==> src/rtl/bitmap_frame_allocator_assert.svh <==
// ----------------------------------------------------------------------------
// Frame allocator assertion macros
// Concurrent checks that compile away when SYNTH is defined.
// ----------------------------------------------------------------------------
`ifndef BITMAP_FRAME_ALLOCATOR_ASSERT_SVH
`define BITMAP_FRAME_ALLOCATOR_ASSERT_SVH
`ifndef SYNTH
`define BFA_ASSERT_IMPLY(label, clk, rst, ante, cons) \
   label: assert property (@(posedge clk) disable iff (rst) (ante) |-> (cons)) \
      else $error("frame allocator same-cycle check failed");
`define BFA_ASSERT_NEXT(label, clk, rst, ante, cons) \
   label: assert property (@(posedge clk) disable iff (rst) (ante) |=> (cons)) \
      else $error("frame allocator next-cycle check failed");
`else
`define BFA_ASSERT_IMPLY(label, clk, rst, ante, cons)
`define BFA_ASSERT_NEXT(label, clk, rst, ante, cons)
`endif
`endif

==> src/rtl/bfa_pkg.sv <==
// ----------------------------------------------------------------------------
// Frame allocator package
// Shared widths, codes, state encoding and controller/datapath structs.
// ----------------------------------------------------------------------------
package bfa_pkg;

   localparam int ADDR_W      = 32;
   localparam int COUNT_W     = 16;
   localparam int STATUS_W    = 2;
   localparam int CSR_IDX_W   = 1;
   localparam int FRAME_SHIFT = 12;

   localparam logic OP_ALLOC = 1'b0;
   localparam logic OP_FREE  = 1'b1;

   localparam logic [CSR_IDX_W-1:0] CSR_FRAME_COUNT  = 1'b0;
   localparam logic [CSR_IDX_W-1:0] CSR_BASE_ADDRESS = 1'b1;

   typedef enum logic [STATUS_W-1:0] {
      STATUS_ALLOCATED = 2'd0,
      STATUS_NO_MEMORY = 2'd1,
      STATUS_FREED     = 2'd2,
      STATUS_RANGE     = 2'd3
   } status_type;

   typedef enum logic [3:0] {
      S_CLEAR,
      S_IDLE,
      S_SCAN,
      S_ALLOC_WRITE,
      S_FREE_CHECK,
      S_FREE_DIV,
      S_FREE_FIX,
      S_FREE_READ,
      S_FREE_WRITE,
      S_DONE
   } state_type;

   typedef struct packed {
      logic       accept;
      logic       clr_write;
      logic       scan;
      logic       alloc_write;
      logic       free_check;
      logic       free_div;
      logic       free_fix;
      logic       free_read;
      logic       free_write;
      logic       res_load;
      status_type res_status;
      logic       load_out;
   } cmd_type;

   typedef struct packed {
      logic clr_last;
      logic in_range;
      logic hit;
      logic scan_done;
      logic out_free;
   } sts_type;

endpackage

==> src/rtl/bfa_ctrl.sv <==
// ----------------------------------------------------------------------------
// Frame allocator controller
// Sequences map clearing, first-fit scan and free read-modify-write.
// ----------------------------------------------------------------------------
`include "bitmap_frame_allocator_assert.svh"

module bfa_ctrl (
   input  logic             clock,
   input  logic             reset,
   input  logic             req_valid,
   input  logic             req_operation,
   output logic             req_ready,
   output bfa_pkg::cmd_type cmd,
   input  bfa_pkg::sts_type sts
);

   bfa_pkg::state_type state_ff;
   bfa_pkg::state_type state_in;

   always_ff @(posedge clock) begin
      if (reset) begin
         state_ff <= bfa_pkg::S_CLEAR;
      end else begin
         state_ff <= state_in;
      end
   end

   always_comb begin
      state_in = state_ff;
      case (state_ff)
         bfa_pkg::S_CLEAR: begin
            if (sts.clr_last) state_in = bfa_pkg::S_IDLE;
         end
         bfa_pkg::S_IDLE: begin
            if (req_valid) begin
               case (req_operation)
                  bfa_pkg::OP_ALLOC: state_in = bfa_pkg::S_SCAN;
                  bfa_pkg::OP_FREE:  state_in = bfa_pkg::S_FREE_CHECK;
                  default:           state_in = bfa_pkg::S_IDLE;
               endcase
            end
         end
         bfa_pkg::S_SCAN: begin
            if (sts.hit) begin
               state_in = bfa_pkg::S_ALLOC_WRITE;
            end else if (sts.scan_done) begin
               state_in = bfa_pkg::S_DONE;
            end
         end
         bfa_pkg::S_ALLOC_WRITE: state_in = bfa_pkg::S_DONE;
         bfa_pkg::S_FREE_CHECK:  state_in = bfa_pkg::S_FREE_DIV;
         bfa_pkg::S_FREE_DIV: begin
            state_in = sts.in_range ? bfa_pkg::S_FREE_FIX : bfa_pkg::S_DONE;
         end
         bfa_pkg::S_FREE_FIX:   state_in = bfa_pkg::S_FREE_READ;
         bfa_pkg::S_FREE_READ:  state_in = bfa_pkg::S_FREE_WRITE;
         bfa_pkg::S_FREE_WRITE: state_in = bfa_pkg::S_DONE;
         bfa_pkg::S_DONE: begin
            if (sts.out_free) state_in = bfa_pkg::S_IDLE;
         end
         default: state_in = bfa_pkg::S_IDLE;
      endcase
   end

   always_comb begin
      cmd            = '0;
      cmd.res_status = bfa_pkg::STATUS_ALLOCATED;
      req_ready      = 1'b0;
      case (state_ff)
         bfa_pkg::S_CLEAR: cmd.clr_write = 1'b1;
         bfa_pkg::S_IDLE: begin
            req_ready  = 1'b1;
            cmd.accept = req_valid;
         end
         bfa_pkg::S_SCAN: begin
            cmd.scan = 1'b1;
            if (!sts.hit && sts.scan_done) begin
               cmd.res_load   = 1'b1;
               cmd.res_status = bfa_pkg::STATUS_NO_MEMORY;
            end
         end
         bfa_pkg::S_ALLOC_WRITE: begin
            cmd.alloc_write = 1'b1;
            cmd.res_load    = 1'b1;
            cmd.res_status  = bfa_pkg::STATUS_ALLOCATED;
         end
         bfa_pkg::S_FREE_CHECK: cmd.free_check = 1'b1;
         bfa_pkg::S_FREE_DIV: begin
            cmd.free_div = 1'b1;
            if (!sts.in_range) begin
               cmd.res_load   = 1'b1;
               cmd.res_status = bfa_pkg::STATUS_RANGE;
            end
         end
         bfa_pkg::S_FREE_FIX:  cmd.free_fix = 1'b1;
         bfa_pkg::S_FREE_READ: cmd.free_read = 1'b1;
         bfa_pkg::S_FREE_WRITE: begin
            cmd.free_write = 1'b1;
            cmd.res_load   = 1'b1;
            cmd.res_status = bfa_pkg::STATUS_FREED;
         end
         bfa_pkg::S_DONE: cmd.load_out = sts.out_free;
         default: cmd = '0;
      endcase
   end

   `BFA_ASSERT_NEXT(a_accept_leaves_idle, clock, reset, cmd.accept, state_ff != bfa_pkg::S_IDLE)
   `BFA_ASSERT_IMPLY(a_load_into_free_slot, clock, reset, cmd.load_out, sts.out_free)
   `BFA_ASSERT_IMPLY(a_no_request_while_clearing, clock, reset, state_ff == bfa_pkg::S_CLEAR, !req_ready)

endmodule

==> config.mk <==
export PLATFORM = sky130hd
export DESIGN_NAME = bfa_ctrl
export DESIGN_NICKNAME = d
export VERILOG_FILES = /design/src/rtl/bfa_pkg.sv /design/src/rtl/bfa_ctrl.sv
export VERILOG_INCLUDE_DIRS = /design/src /design/src/rtl
export SDC_FILE = /design/constraint.sdc
export NUM_CORES = 1
export LEC_CHECK = 0
export BUFFER_PORTS_ARGS = -buffer_cell sky130_fd_sc_hd__buf_2
export CAP_MARGIN = 15
export CORE_AREA = 4 4 41 43
export CTS_BUF_LIST = sky130_fd_sc_hd__clkbuf_8
export CTS_CLUSTER_DIAMETER = 50
export DETAILED_ROUTE_END_ITERATION = 6
export DIE_AREA = 0 0 45 47
export GPL_ROUTABILITY_DRIVEN = 0
export PLACE_DENSITY = 0.74
export SYNTH_ARGS = -nofsm -noshare
export SYNTH_HDL_FRONTEND = slang
export SYNTH_SLANG_ARGS = --single-unit
==> constraint.sdc <==
create_clock -name clock -period 3 [get_ports clock]
set_input_delay 0.15 -clock clock [delete_from_list [all_inputs] [get_ports clock]]
set_output_delay 0.15 -clock clock [all_outputs]
set_load 0.01 [all_outputs]
==> results of run 1 <==
[final cells by class]
| type | count | area (um^2) | area share [%] |
|---|---|---|---|
| well taps | 15 | 18.77 | 3.061 |
| multi-input cells | 50 | 351.6 | 57.35 |
| flip-flops and latches | 4 | 80.08 | 13.06 |
| clock buffers | 3 | 41.29 | 6.735 |
| repair buffers | 22 | 110.1 | 17.96 |
| inverters | 3 | 11.26 | 1.837 |
[routing by layer]
layer  up-vias  part of all wire (%)  track usage [%]
met5         -                     0                0
met4         0                   1.8            7.018
met3         2                   6.6            1.533
met2        13                    48            20.06
met1       233                    44            14.38
li1        266                     -                -
[cells by family after synthesis]
logic type	synth area share [%]
multiplexers	3.251
AO/OA/AOI/OAI	21.41
buffers and inverters	6.502
flip-flops	17.34
AND/OR/NAND/NOR	51.49
[path summary, 6_finish.rpt]
| check | startpoint | endpoint |
|---|---|---|
| worst max register to register | state_ff[1]$_SDFFE_PP0P_ | state_ff[3]$_SDFFE_PP0P_ |
| worst min register to register | state_ff[0]$_SDFFE_PP0P_ | state_ff[0]$_SDFFE_PP0P_ |
| worst min-delay path | reset | state_ff[0]$_SDFFE_PP0P_ |
| worst max-delay path | state_ff[1]$_SDFFE_PP0P_ | cmd[3] |
[cells in the mapped netlist, types with 2 or more instances]
library cell | instances | area, um^2
nor3_1 | 3 | 15.01
dfxtp_1 | 4 | 80.08
nor4b_1 | 2 | 17.52
o21ba_2 | 2 | 20.02
or4_1 | 2 | 15.01
nor3b_1 | 2 | 15.01
inv_1 | 2 | 7.510
nand2b_1 | 3 | 18.77
nor2b_1 | 4 | 25.02
a21oi_1 | 3 | 15.01
nor2_1 | 6 | 22.52
and2_1 | 2 | 12.51
o21ai_0 | 2 | 10.01
nand2_1 | 5 | 18.77
buf_2 | 3 | 15.01
[critical path: stages (launching register included)]
cell and delay, ns:
dfxtp_1 0.60, or4b_4 0.54, nor2_1 0.10, nand2_1 0.07
or3b_1 0.15, buf_2 0.12
[power groups by stage]
stage          logic (W)  registers (W)  clock network [W]
2_1_floorplan   0.000181      0.0000798                  0
3_3_place_gp    0.000207       0.000110                  0
3_5_place_dp    0.000208       0.000111                  0
4_1_cts         0.000210       0.000111           0.000115
5_1_grt         0.000230       0.000118           0.000118
6_report        0.000207       0.000110           0.000112
[stage by stage]
| step | utilization, % | hold WS (ns) | power (W) |
|---|---|---|---|
| after global routing | 47.12 | 0.2798 | 0.0004662 |
| after CTS | 47.12 | 0.2583 | 0.0004356 |
| after global placement | 43.94 | 0.4831 | 0.0003169 |
| after detailed placement | 43.94 | 0.4831 | 0.0003194 |
| after floorplan | - | 0.3210 | 0.0002609 |
| final | 47.12 | 0.2611 | 0.0004285 |
[cell usage in the layout (no fill, tap or decap)]
| master | count |
|---|---|
| inv_1 | 2 |
| inv_2 | 1 |
| nand2_1 | 5 |
| and2_1 | 2 |
| nand2b_1 | 3 |
| or4b_1 | 1 |
| nor4_1 | 1 |
| o32a_1 | 1 |
| mux2_4 | 1 |
| nor2b_1 | 4 |
| a21oi_1 | 3 |
| a22o_4 | 1 |
| nand3b_1 | 1 |
| nor4b_2 | 1 |
| nor3_1 | 3 |
| or3_1 | 1 |
| a211o_1 | 1 |
| or4b_4 | 1 |
| o21ai_1 | 1 |
| nor3b_1 | 2 |
| o21ai_0 | 2 |
| buf_2 | 22 |
| and4b_1 | 1 |
| o21ba_2 | 2 |
| or3b_1 | 1 |
| clkbuf_8 | 3 |
| or4_1 | 2 |
| dfxtp_1 | 4 |
| nor2_1 | 6 |
| a211oi_2 | 1 |
| nor4b_1 | 2 |
==> summary.md, run 1 <==
| Metric | Value |
|---|---|
| Crit Path Max Fanout | 15 |
| Worst vdd ir | 375.5 uV |
| Critical Path Source Type | flop |
| Via-per-instance ratio | 5.299 |
| Hold Path Depth | 3 |
| Tightest Pin Transition | 0.4730 ns |
| Layout area overhead | 32.79% |
| Final Cycle Share | 64.91% |
| R2R depth | 5 |
| Worst Clk Skew | 0.00008919 ns |
| Total number of vias | 514 |
| Vias in the first global route | 452 |
| Port bufs | 22 |
| Fillcell total | 142 |
| Die outline width | 45 um |
| Sw Pwr | 0.0001628 W |
| Clock power frac | 26.1% |
| Yosys Warn Count | 0 |
| Die footprint | 2115 um^2 |
| Sequential share of power | 25.7% |
| CP Data Arrival Time | 1.80 ns |
| Synthesized cell area | 461.7 um^2 |
| Clock root cell | clkbuf_8 |
| RSZ-0062 raised after global routing | no |
| Drt wl/cell | 11.33 um |
| # IOs | 23 |
| Cts repair resizes | 0 |
| DP Area | 571.8 um^2 |
| Fin. max-slew vios | 0 |
| Detailed placement HPWL | 847 um |
| Final TNS setup | 0 ns |
| Core footprint | 1301 um^2 |
| Clk slew on worst S/H paths | 0.03 ns |
| Final wirelength | 1099 um |
| Fin. Hold Viols | 0 |
| Diode count | 0 |
| Largest net degree at the start of global routing | 17 |
| Sw Ratio | 37.98% |
| Setup Buffers After CTS | 0 |
| Fmax | 513.5 MHz |
| Netlist cell types | 31 |
| Post-synth EDFFs | 0 |
| Share of layout cells above drive strength 1 | 40.24% |
| 1st-pass router iterations | 2 |
| Initial antenna violation count | 0 |
| MaxCap Viol Count | 0 |
| Rows | 13 |
| P_leak | 0.3145 nW |
| Clock Sinks | 4 |
| Main synth FF type | dfxtp_1 |
| Crit path kind | flop to primary output |
| Number of remaining DRC errors | 0 |
| Post-Syn Instances | 61 |
| Syn nets | 70 |
| Clock Path Buffers | 2 |
| Worst Path Required | 2.85 ns |
| Final setup vio count | 0 |
| CTS Buf Count | 3 |
| Synth async-reset ratio | 0% |
| Pint | 0.0002658 W |
| Die height | 47 um |
| Number of routed nets with antenna violations | 0 |
| Biggest register | state_ff |
| Nets@finish | 93 |
| Worst setup EP type | primary output |
| Worst-Skew Late Latency | 0.21 ns |
| Syn avg cell area | 7.569 um^2 |
| Initial DRC count | 2 |
| Pwr Density | 698.9 nW/um^2 |
| Grt ovf | 0 |
| Initial Utilization | 35.48% |
| GR Util All Layers | 11.87% |
| Largest registers | state_ff x4 |
| First-pass GRT wire length | 1863 um |
| Fin crit period | 1.947 ns |
| Status | complete, no violations |
| Dpl cells | 94 |
| Max_slew headroom | 68.43% |
| H-tree Lvls | 1 |
| Final worst slack | 1.053 ns |
| #FFs+latches synth | 4 |
| Flop2flop setup slack | 1.20 ns |
| Max reg flops | 4 |
| CTS tree | yes |
| Final std cells w/o fill | 97 |
| Post-synthesis sequential area ratio | 17.34% |
| Hold buffer count at cts | 0 |
| Gate power share | 48.2% |
| DP Worst Slack | 1.208 ns |
| Hold WC Path Type | primary input to flop |
| Final Cell Area | 613.1 um^2 |
No activity file was read; power rests on OpenSTA's default activity.
==> run 2: changes to the inputs <==
--- a/config.mk
+++ b/config.mk
@@ -14,7 +14,7 @@
 export DETAILED_ROUTE_END_ITERATION = 6
 export DIE_AREA = 0 0 45 47
 export GPL_ROUTABILITY_DRIVEN = 0
-export PLACE_DENSITY = 0.74
+export PLACE_DENSITY = 0.77
 export SYNTH_ARGS = -nofsm -noshare
 export SYNTH_HDL_FRONTEND = slang
 export SYNTH_SLANG_ARGS = --single-unit
==> constraint.sdc (replaced) <==
create_clock -name clock -period 1.71 [get_ports clock]
set_input_delay 0.0855 -clock clock [delete_from_list [all_inputs] [get_ports clock]]
set_output_delay 0.0855 -clock clock [all_outputs]
set_load 0.01 [all_outputs]
==> run 2 against run 1 <==
- setup slack got worse by 0.97 ns
- combinational power increased by 120%
- first-iteration DRC count increased to 4.0 times the previous value
==> summary.md, run 2 (synthesis results as in run 1) <==
| Metric | Value |
|---|---|
| Critical Path Source Type | flop |
| Worst Clk Skew | 0.003829 ns |
| Worst-Skew Late Latency | 0.22 ns |
| RSZ-0062 raised after global routing | no |
| Final setup vio count | 0 |
| Die height | 47 um |
| Final Cycle Share | 95.42% |
| Fin crit period | 1.632 ns |
| Grt ovf | 0 |
| Clk slew on worst S/H paths | 0.03 ns |
| Total number of vias | 531 |
| H-tree Lvls | 1 |
| Commonest non-fill, non-tap cell in the layout | buf_2 |
| Final TNS setup | 0 ns |
| Worst vdd ir | 774.1 uV |
| CTS Buf Count | 3 |
| Fmax | 612.9 MHz |
| Detailed placement HPWL | 983.8 um |
| Hold WC Path Type | primary input to flop |
| DP Worst Slack | 0.09909 ns |
| CP max-delay cell | or4b_4 |
| P_leak | 0.3579 nW |
| Tightest Pin Transition | 0.3103 ns |
| Rows | 13 |
| Core footprint | 1301 um^2 |
| Biggest register | state_ff |
| Most frequent cells in the layout | buf_2 (22), buf_4 (7), nor2_1 (6) |
| CTS tree | yes |
| Worst setup EP type | primary output |
| Largest registers | state_ff x4 |
| Largest net degree at the start of global routing | 15 |
| Via-per-instance ratio | 5.106 |
| Initial antenna violation count | 0 |
| Drt wl/cell | 11.69 um |
| GR Util All Layers | 12.72% |
| Crit-path max cell delay | 0.55 ns |
| Final worst slack | 0.07829 ns |
| Clock Sinks | 4 |
| Fin. Hold Viols | 0 |
| Initial Utilization | 35.48% |
| CP cell instances | buf_4 > or4b_4 > nand2_1 > or3b_1 > buf_2 |
| Port bufs | 22 |
| Crit path kind | flop to primary output |
| MaxCap Viol Count | 0 |
| Crit Path Max Fanout | 6 |
| Layout area overhead | 46.88% |
| 1st-pass router iterations | 4 |
| Max reg flops | 4 |
| Fin. max-slew vios | 0 |
| Clock Path Buffers | 2 |
| Die outline width | 45 um |
| Max_slew headroom | 79.16% |
| # IOs | 23 |
| Status | complete, no violations |
| Worst Path Required | 1.62 ns |
| Number of remaining DRC errors | 0 |
| Final wirelength | 1216 um |
| Initial DRC count | 8 |
| Number of routed nets with antenna violations | 0 |
| Clock root cell | clkbuf_8 |
| Vias in the first global route | 425 |
| Pwr Density | 1215 nW/um^2 |
| First-pass GRT wire length | 1863 um |
| Diode count | 0 |
| Share of layout cells above drive strength 1 | 49.44% |
| Nets@finish | 100 |
| CP Data Arrival Time | 1.55 ns |
| Die footprint | 2115 um^2 |
[run 2: metrics by stage]
stage	hold slack, ns	instances	total power, W	utilization, %	area (um^2)
after global routing	0.2118	104	0.0008926	52.12	678.2
after floorplan	0.2565	61	0.0004577	-	461.7
after global placement	0.4250	101	0.0006043	47.98	624.3
after detailed placement	0.4152	101	0.0006109	47.98	624.3
final	0.1881	104	0.0008237	52.12	678.2
after CTS	0.1770	104	0.0008203	51.25	666.9
[run 2: critical path, delay by kind of cell (launching register included)]
family                 cells  cell delay [ns]
flip-flops                 1             0.32
buffers and inverters      2             0.29
AND/OR/NAND/NOR            3             0.73
[run 2: area by class of cell]
class | instances | area (um^2)
Fill cell | 124 | 623.1
Multi-Input combinational cell | 50 | 359.1
Timing Repair Buffer | 29 | 162.7
Sequential cell | 4 | 85.08
Clock buffer | 3 | 41.29
Tap cell | 15 | 18.77
Inverter | 3 | 11.26
[run 2: final timing paths]
path                              endpoint  cells past startpoint  slack (ns)                      from
setup / recovery                    cmd[3]                      5        0.08  state_ff[1]$_SDFFE_PP0P_
setup reg to reg  state_ff[3]$_SDFFE_PP0P_                      4        0.15  state_ff[0]$_SDFFE_PP0P_
hold reg to reg   state_ff[0]$_SDFFE_PP0P_                      2        0.54  state_ff[0]$_SDFFE_PP0P_
hold / removal    state_ff[0]$_SDFFE_PP0P_                      3        0.19                     reset
[run 2: metal layers]
metal	vias to the layer above	global-route usage, %	wire length (um)
met2	17	18.93	562
met5	-	0	0
li1	283	-	-
met1	227	15.23	553
met3	4	3.448	68
met4	0	10.53	31
[run 2: power by group]
group | internal [W] | total, W | switching (W)
Combinational | 0.000243 | 0.000451 | 0.000208
Sequential | 0.000127 | 0.000172 | 0.0000457
Clock | 0.000150 | 0.000200 | 0.0000499
[run 2: what timing repair did]
item,CTS,global route
hold buffers,0,0
setup endpoints to repair,1,1
endpoints found under the hold margin,0,0
setup buffers,0,0
gates resized for setup,1,4
